$ cat config.mk
export PLATFORM = sky130hd
export DESIGN_NAME = palette_fog_tint_blender_top
export DESIGN_NICKNAME = d
export VERILOG_FILES = /design/src/pftb_pkg.sv /design/src/pftb_ctrl.sv /design/src/pftb_datapath.sv /design/src/palette_fog_tint_blender_top.sv
export SDC_FILE = /design/constraint.sdc
export NUM_CORES = 2
export LEC_CHECK = 0
export ABC_AREA = 1
export BUFFER_PORTS_ARGS = -buffer_cell sky130_fd_sc_hd__clkbuf_2
export CORE_ASPECT_RATIO = 0.6
export CORE_MARGIN = 1.5
export CORE_UTILIZATION = 66
export DETAILED_ROUTE_END_ITERATION = 8
export GPL_TIMING_DRIVEN = 1
export PLACE_DENSITY = 0.82
export SKIP_CTS_REPAIR_TIMING = 1
export SYNTH_ARGS = -nofsm -noshare
export SYNTH_HDL_FRONTEND = slang
export SYNTH_SLANG_ARGS = --single-unit
$ cat constraint.sdc
create_clock -name clk -period 9.4 [get_ports clk]
set_input_delay 2.82 -clock clk [delete_from_list [all_inputs] [get_ports clk]]
set_output_delay 2.82 -clock clk [all_outputs]
set_load 0.01 [all_outputs]
$ cat src/pftb_pkg.sv
package pftb_pkg;

  localparam int CfgIdxW  = 3;
  localparam int CfgDataW = 32;

  localparam logic [CfgIdxW-1:0] CFG_PALETTE_MODE = 3'd0;
  localparam logic [CfgIdxW-1:0] CFG_FOG_ENABLE   = 3'd1;
  localparam logic [CfgIdxW-1:0] CFG_FOG_COLOR    = 3'd2;
  localparam logic [CfgIdxW-1:0] CFG_DARKNESS     = 3'd3;
  localparam logic [CfgIdxW-1:0] CFG_BLEND_COLOR  = 3'd4;
  localparam logic [CfgIdxW-1:0] CFG_PRIM_COLOR   = 3'd5;
  localparam logic [CfgIdxW-1:0] CFG_ENV_COLOR    = 3'd6;

  localparam logic [7:0]  DARKNESS_RST = 8'd180;
  localparam logic [23:0] PRIM_RST     = 24'hFFFFFF;
  localparam logic [7:0]  FULL_WEIGHT  = 8'hFF;
  localparam logic [4:0]  CH_MAX       = 5'h1F;
  localparam logic [15:0] OPAQUE_BLACK = 16'h0001;

  typedef struct packed {
    logic load_in;
    logic do_mix;
    logic load_out;
  } pftb_cmd_t;

  // floor(x / 255) for x <= 65025
  function automatic logic [7:0] div255(input logic [15:0] x);
    logic [16:0] s;
    s = {1'b0, x} + {9'b0, x[15:8]} + 17'd1;
    return s[15:8];
  endfunction

  function automatic logic [7:0] mix255(input logic [7:0] f, input logic [7:0] b,
                                        input logic [7:0] a);
    logic [15:0] n;
    n = ({8'b0, f} * {8'b0, (8'd255 - a)}) + ({8'b0, b} * {8'b0, a});
    return div255(n);
  endfunction

  // c + (t - c) * w / 256, quotient truncated toward zero
  function automatic logic [4:0] lerp5(input logic [4:0] c, input logic [4:0] t,
                                       input logic [7:0] w);
    logic signed [5:0]  diff;
    logic signed [14:0] prod;
    logic signed [14:0] adj;
    logic signed [14:0] quo;
    logic [6:0]         sum;
    diff = $signed({1'b0, t}) - $signed({1'b0, c});
    prod = 15'(diff) * $signed({7'b0, w});
    adj  = prod[14] ? (prod + 15'sd255) : prod;
    quo  = adj >>> 8;
    sum  = {2'b00, c} + quo[6:0];
    return sum[4:0];
  endfunction

  // c * p / 256 + e / 8, saturated
  function automatic logic [4:0] modulate5(input logic [4:0] c, input logic [7:0] p,
                                           input logic [7:0] e);
    logic [12:0] prod;
    logic [5:0]  sum;
    prod = {8'b0, c} * {5'b0, p};
    sum  = {1'b0, prod[12:8]} + {1'b0, e[7:3]};
    return sum[5] ? CH_MAX : sum[4:0];
  endfunction

endpackage

$ cat src/pftb_ctrl.sv
module pftb_ctrl
  import pftb_pkg::*;
(
  input  logic      clk,
  input  logic      rst_n,
  input  logic      in_valid,
  output logic      in_stall,
  output logic      out_valid,
  input  logic      out_stall,
  output pftb_cmd_t cmd
);

  localparam logic [1:0] ST_IDLE = 2'd0;
  localparam logic [1:0] ST_MIX  = 2'd1;
  localparam logic [1:0] ST_LERP = 2'd2;

  logic [1:0] state_r, state_nxt;
  logic       out_valid_r, out_valid_nxt;
  logic       load_out, accept;

  assign load_out  = (state_r == ST_LERP) && (!out_valid_r || !out_stall);
  assign in_stall  = !((state_r == ST_IDLE) || load_out);
  assign accept    = in_valid && !in_stall;
  assign out_valid = out_valid_r;

  assign cmd.load_in  = accept;
  assign cmd.do_mix   = (state_r == ST_MIX);
  assign cmd.load_out = load_out;

  always_comb begin
    state_nxt = state_r;
    unique case (state_r)
      ST_IDLE: state_nxt = accept ? ST_MIX : ST_IDLE;
      ST_MIX:  state_nxt = ST_LERP;
      ST_LERP: begin
        if (load_out) begin
          state_nxt = accept ? ST_MIX : ST_IDLE;
        end
      end
      default: state_nxt = ST_IDLE;
    endcase
  end

  always_comb begin
    if (load_out) begin
      out_valid_nxt = 1'b1;
    end else if (out_valid_r && !out_stall) begin
      out_valid_nxt = 1'b0;
    end else begin
      out_valid_nxt = out_valid_r;
    end
  end

  always_ff @(posedge clk) begin
    if (!rst_n) begin
      state_r     <= ST_IDLE;
      out_valid_r <= 1'b0;
    end else begin
      state_r     <= state_nxt;
      out_valid_r <= out_valid_nxt;
    end
  end

endmodule

$ cat src/pftb_datapath.sv
module pftb_datapath
  import pftb_pkg::*;
(
  input  logic                clk,
  input  logic                rst_n,
  input  pftb_cmd_t           cmd,
  input  logic                cfg_wr,
  input  logic [CfgIdxW-1:0]  cfg_index,
  input  logic [CfgDataW-1:0] cfg_data,
  input  logic [15:0]         palette_color,
  output logic [15:0]         tinted_color,
  output logic                tint_applied
);

  logic        palette_mode_r;
  logic        fog_enable_r;
  logic [23:0] fog_color_r;
  logic [7:0]  darkness_r;
  logic [31:0] blend_color_r;
  logic [23:0] prim_color_r;
  logic [23:0] env_color_r;
  logic        tint_active_r, tint_active_nxt;

  logic [15:0] pc_r;
  logic [15:0] pc2_r;
  logic [4:0]  tr_r, tg_r, tb_r;
  logic [7:0]  w_r;
  logic [15:0] tinted_r;
  logic        applied_r;

  logic [7:0]  a1, tr_nxt, tg_nxt, tb_nxt, w_nxt;
  logic        fog, bl, ident;
  logic [4:0]  cr, cg, cb;
  logic [15:0] res;

  always_ff @(posedge clk) begin
    if (!rst_n) begin
      palette_mode_r <= 1'b0;
      fog_enable_r   <= 1'b0;
      fog_color_r    <= '0;
      darkness_r     <= DARKNESS_RST;
      blend_color_r  <= '0;
      prim_color_r   <= PRIM_RST;
      env_color_r    <= '0;
    end else if (cfg_wr) begin
      unique case (cfg_index)
        CFG_PALETTE_MODE: palette_mode_r <= cfg_data[0];
        CFG_FOG_ENABLE:   fog_enable_r   <= cfg_data[0];
        CFG_FOG_COLOR:    fog_color_r    <= cfg_data[23:0];
        CFG_DARKNESS:     darkness_r     <= cfg_data[7:0];
        CFG_BLEND_COLOR:  blend_color_r  <= cfg_data;
        CFG_PRIM_COLOR:   prim_color_r   <= cfg_data[23:0];
        CFG_ENV_COLOR:    env_color_r    <= cfg_data[23:0];
        default: ;
      endcase
    end
  end

  // mix stage: target color, weight and tint state
  assign a1    = blend_color_r[7:0];
  assign fog   = fog_enable_r;
  assign bl    = (a1 != 8'd0);
  assign ident = (prim_color_r == PRIM_RST) && (env_color_r == 24'd0);

  always_comb begin
    if (!palette_mode_r) begin
      tint_active_nxt = fog || bl;
    end else if (fog) begin
      tint_active_nxt = ident ? 1'b1 : tint_active_r;
    end else begin
      tint_active_nxt = !ident;
    end
  end

  always_comb begin
    priority if (fog && bl) begin
      tr_nxt = mix255(fog_color_r[23:16], blend_color_r[31:24], a1);
      tg_nxt = mix255(fog_color_r[15:8], blend_color_r[23:16], a1);
      tb_nxt = mix255(fog_color_r[7:0], blend_color_r[15:8], a1);
      w_nxt  = mix255(darkness_r, a1, a1);
    end else if (fog) begin
      tr_nxt = fog_color_r[23:16];
      tg_nxt = fog_color_r[15:8];
      tb_nxt = fog_color_r[7:0];
      w_nxt  = darkness_r;
    end else begin
      tr_nxt = blend_color_r[31:24];
      tg_nxt = blend_color_r[23:16];
      tb_nxt = blend_color_r[15:8];
      w_nxt  = a1;
    end
  end

  always_ff @(posedge clk) begin
    if (!rst_n) begin
      tint_active_r <= 1'b0;
    end else if (cmd.do_mix) begin
      tint_active_r <= tint_active_nxt;
    end
  end

  always_ff @(posedge clk) begin
    if (cmd.load_in) begin
      pc_r <= palette_color;
    end
    if (cmd.do_mix) begin
      pc2_r <= pc_r;
      tr_r  <= tr_nxt[7:3];
      tg_r  <= tg_nxt[7:3];
      tb_r  <= tb_nxt[7:3];
      w_r   <= w_nxt;
    end
  end

  // lerp / modulate stage
  assign cr = pc2_r[15:11];
  assign cg = pc2_r[10:6];
  assign cb = pc2_r[5:1];

  always_comb begin
    res = pc2_r;
    if (tint_active_r) begin
      if (palette_mode_r) begin
        res = {modulate5(cr, prim_color_r[23:16], env_color_r[23:16]),
               modulate5(cg, prim_color_r[15:8], env_color_r[15:8]),
               modulate5(cb, prim_color_r[7:0], env_color_r[7:0]), 1'b1};
      end else if (w_r == FULL_WEIGHT) begin
        res = OPAQUE_BLACK;
      end else begin
        res = {lerp5(cr, tr_r, w_r), lerp5(cg, tg_r, w_r), lerp5(cb, tb_r, w_r), 1'b1};
      end
    end
  end

  always_ff @(posedge clk) begin
    if (cmd.load_out) begin
      tinted_r  <= res;
      applied_r <= tint_active_r;
    end
  end

  assign tinted_color = tinted_r;
  assign tint_applied = applied_r;

endmodule

$ cat src/palette_fog_tint_blender_top.sv
// Palette tint blender: recolors one RGBA5551 palette entry per request, either
// lerping toward a fog/blend color (opaque black at full weight) or modulating by
// prim and adding env, with a sticky tint-active flag that passes the entry through
// when clear. A request goes through the mix stage, then the lerp/modulate stage into
// the output register. A new request is accepted while idle, also while the last
// result waits in the output register, or as a result loads into it. Configuration
// writes are always ready and must only be issued while the block is idle.
module palette_fog_tint_blender_top
  import pftb_pkg::*;
(
  input  logic                clk,
  input  logic                rst_n,
  input  logic                in_valid,
  output logic                in_stall,
  input  logic [15:0]         in_palette_color,
  output logic                out_valid,
  input  logic                out_stall,
  output logic [15:0]         out_tinted_color,
  output logic                out_tint_applied,
  input  logic                cfg_valid,
  output logic                cfg_ready,
  input  logic [CfgIdxW-1:0]  cfg_index,
  input  logic [CfgDataW-1:0] cfg_data
);

  pftb_cmd_t cmd;

  assign cfg_ready = 1'b1;

  pftb_ctrl u_ctrl (
    .clk       (clk),
    .rst_n     (rst_n),
    .in_valid  (in_valid),
    .in_stall  (in_stall),
    .out_valid (out_valid),
    .out_stall (out_stall),
    .cmd       (cmd)
  );

  pftb_datapath u_datapath (
    .clk           (clk),
    .rst_n         (rst_n),
    .cmd           (cmd),
    .cfg_wr        (cfg_valid && cfg_ready),
    .cfg_index     (cfg_index),
    .cfg_data      (cfg_data),
    .palette_color (in_palette_color),
    .tinted_color  (out_tinted_color),
    .tint_applied  (out_tint_applied)
  );

endmodule
==> flow_summary.toml <==
[run_status]
outcome = "finished clean"

[yosys]
ys.flop_type = "dfxtp_1"
ys_ff_latch = 190
synthCells = 4790
synth-edff-count = 72
yosysSeqAreaShare_pct = 12.6
async_reset_ff_share_pct = 0
synth-simple-area-share_pct = 20.6
synthTopCellsByArea = "fa_1 28%, ha_1 16%, inv_1 12%"
synth_fa_ha_area_share_pct = 44.7
ys_types = 49
synth_compound_area_share_pct = 5.70
yosysWarnings = 0
synth_top_family_by_area = "adder cells"
synth_xor_area_share_pct = 2.65
synth_top_area_share_pct = 28.2
yosysTopAreaCell = "fa_1"
syn_avg_cell_area_sq_um = 7.50
synth.cell_area_sq_um = 35900
synth.mux.area_fraction_pct = 0.0836

[timing]
min_period_over_period_pct = 80.2
setup_viol = 0
fin_ws_ns = 1.86
slew_viol_final = 0
worst_clock_skew_ns = 0.0110
hold_viol_final = 0
slew_headroom_pct = 24.2
setup_tns_ns = 0
rsz0062_at_grt = "false"
clock.fmax_mhz = 133
tightest_slew_ns = 1.14
min_period_ns = 7.54

[floorplan]
initial_utilization_pct = 67.6
die_w_microns = 304
ios = 76
core-area_sq_um = 53100
die_height_microns = 184
num_rows = 65
die_area_sq_um = 55900

[worst_setup_path]
slowest_delay_ns = 0.78
critical_path_class = "reg2reg"
r2r_slack_ns = 1.86
critPathLaunchType = "flop"
worstPathRequired_ns = 9.64
cp_common_cell = "nand2_1"
endpoint_kind = "flop"
cp_data_arrival_time_ns = 7.78
critPathSlowestCell = "inv_1"
critical_path_peak_fanout = 21

[place]
dp.final_hpwl_mm = 79.9
port_buffers = 74
gp_congestion = 0.986
place_ws_ns = 1.98

[drt]
routed.top_layer = "met5"
wl_met3_mm = 14.0
wl_met1_mm = 44.4
firstDrtPassIters = 6
met2_wirelength_mm = 39.4
num_vias = 30833
ant_nets = 0
drtIter0Drc = 3462
wl_per_cell_microns = 18.3
vias_per_cell = 5.64
routed_wl_mm = 100
route.detailed.drc = 0

[cts]
clkTransAtPathRegs_ns = 0.08
cts_tree = "yes"
cts_made_buffers = 17
cts_htree_levels = 4
worstSkewPairLatency_ns = 0.48
clockRootBuffer = "clkbuf_16"
ctsLongestPathBuffers = 2
cts.sink_count = 190

[hold_path]
hold_class = "reg2reg"

[global_route]
grt_pass1_vias = 30195
grt_pass1_wl_mm = 163
grt_max_degree = 106
track_usage_pct = 37.4
grt_antenna_before_repair = 2
gr-total-overflow = 0

[power_and_ir_drop]
p_total_uw = 7500
leakage_uw = 0.0216
peakVddDrop_uv = 327
power_per_cell_area_nw_per_um2 = 200

[layout]
layout-drive-gt1-share_pct = 3.84
layout.nets = 5784
fin_util_pct = 70.4
area_growth_pct = 4.19

[run]
maxCapViolations = 0
sequential cells by signal (all words and copies together) (netlist names), 2 cells and up:
name and cells:
u_datapath.tb_r 5, u_ctrl.state_r 2, u_datapath.w_r 8, u_datapath.env_color_r 24
u_datapath.tg_r 5, u_datapath.darkness_r 8, u_datapath.prim_color_r 24, u_datapath.pc_r 16
u_datapath.tinted_color 16, u_datapath.tr_r 5, u_datapath.pc2_r 16, u_datapath.blend_color_r 32
u_datapath.fog_color_r 24
synth_stat cells (9+ instances only):
cell      number
clkinv_1       9
buf_2         15
inv_1       1128
ha_1         473
nor2_2        10
a31oi_1       15
edfxtp_1      72
fa_1         506
nor3_1        16
a21oi_1      151
nand2_2       10
buf_1         11
a21o_1        10
o211ai_1      10
xnor2_1       42
clkbuf_1     133
nor2_1       470
o21ai_0      154
nor4_1        10
nand2_1     1078
nand4_1       41
nand3_1      181
dfxtp_1      118
xor2_1        58
kinds of logic after synthesis:
logic type,Yosys count
other cells,2
xor+xnor,104
flops,190
buf+inv,1300
mux,3
fa+ha+maj,979
compound gates,377
simple gates,1835
final timing paths:
kind | startpoint | to | cells after the start
hold / removal | u_datapath.pc_r[14]$_DFFE_PP_ | u_datapath.pc2_r[14]$_DFFE_PP_ | 0
setup reg to reg | u_datapath.blend_color_r[2]$_SDFFE_PN0P_ | u_datapath.w_r[6]$_DFFE_PP_ | 32
setup / recovery | u_datapath.blend_color_r[2]$_SDFFE_PN0P_ | u_datapath.w_r[6]$_DFFE_PP_ | 32
hold reg to reg | u_datapath.pc_r[14]$_DFFE_PP_ | u_datapath.pc2_r[14]$_DFFE_PP_ | 0
layer usage:
| layer | global-route usage (%) | vias to the layer above |
|---|---|---|
| li1 | - | 14334 |
| met1 | 56.3 | 14515 |
| met2 | 52.8 | 1802 |
| met3 | 11.5 | 180 |
| met4 | 7.42 | 2 |
| met5 | 0 | - |
cells in the final DEF (no fill, tap or decap), types with 10 or more instances in the layout:
cell	count
nand4_1	41
o211ai_1	10
nand2_1	1078
nor3_1	16
edfxtp_1	72
fa_1	506
nand3_1	181
o21ai_0	154
xnor2_1	42
a21oi_1	151
dfxtp_1	111
ha_1	473
a31oi_1	15
nand2_2	10
nor4_1	10
nor2_1	467
xor2_1	58
a21o_1	10
nor2_2	12
clkbuf_16	18
buf_4	23
inv_1	1128
clkbuf_2	73
worst max-delay path, delay by kind of cell (launching register included):
family	cells	cell delay [ns]
AND/OR/NAND/NOR	15	1.53
flip-flops	1	0.51
AO/OA/AOI/OAI	2	0.37
buffers and inverters	7	1.13
adder cells (fa/ha/maj)	8	3.75
through the flow:
stage                     area (sq um)  hold slack (ns)  std cells
final                            37400            0.423       5466
after CTS                        37400            0.422       5465
after global placement           36700            0.402       5433
after detailed placement         36700            0.405       5433
after global routing             37400            0.430       5465
after floorplan                  35900            0.400       4794
where the power goes:
| part | internal (uW) | leakage, uW | switching, uW |
|---|---|---|---|
| clock network | 451 | 0.000327 | 401 |
| logic | 2110 | 0.0196 | 3560 |
| registers | 897 | 0.00164 | 71.1 |
area by class of cell:
| type | count | area (sq um) |
|---|---|---|
| Inverter | 1139 | 4280 |
| Timing Repair Buffer | 97 | 543 |
| Clock inverter | 14 | 220 |
| Fill cell | 4360 | 15700 |
| Clock buffer | 18 | 450 |
| Tap cell | 703 | 880 |
| Multi-Input combinational cell | 3304 | 26500 |
| Antenna cell | 1 | 2.50 |
| Sequential cell | 190 | 4530 |
Power figures use the tool's default switching activity.
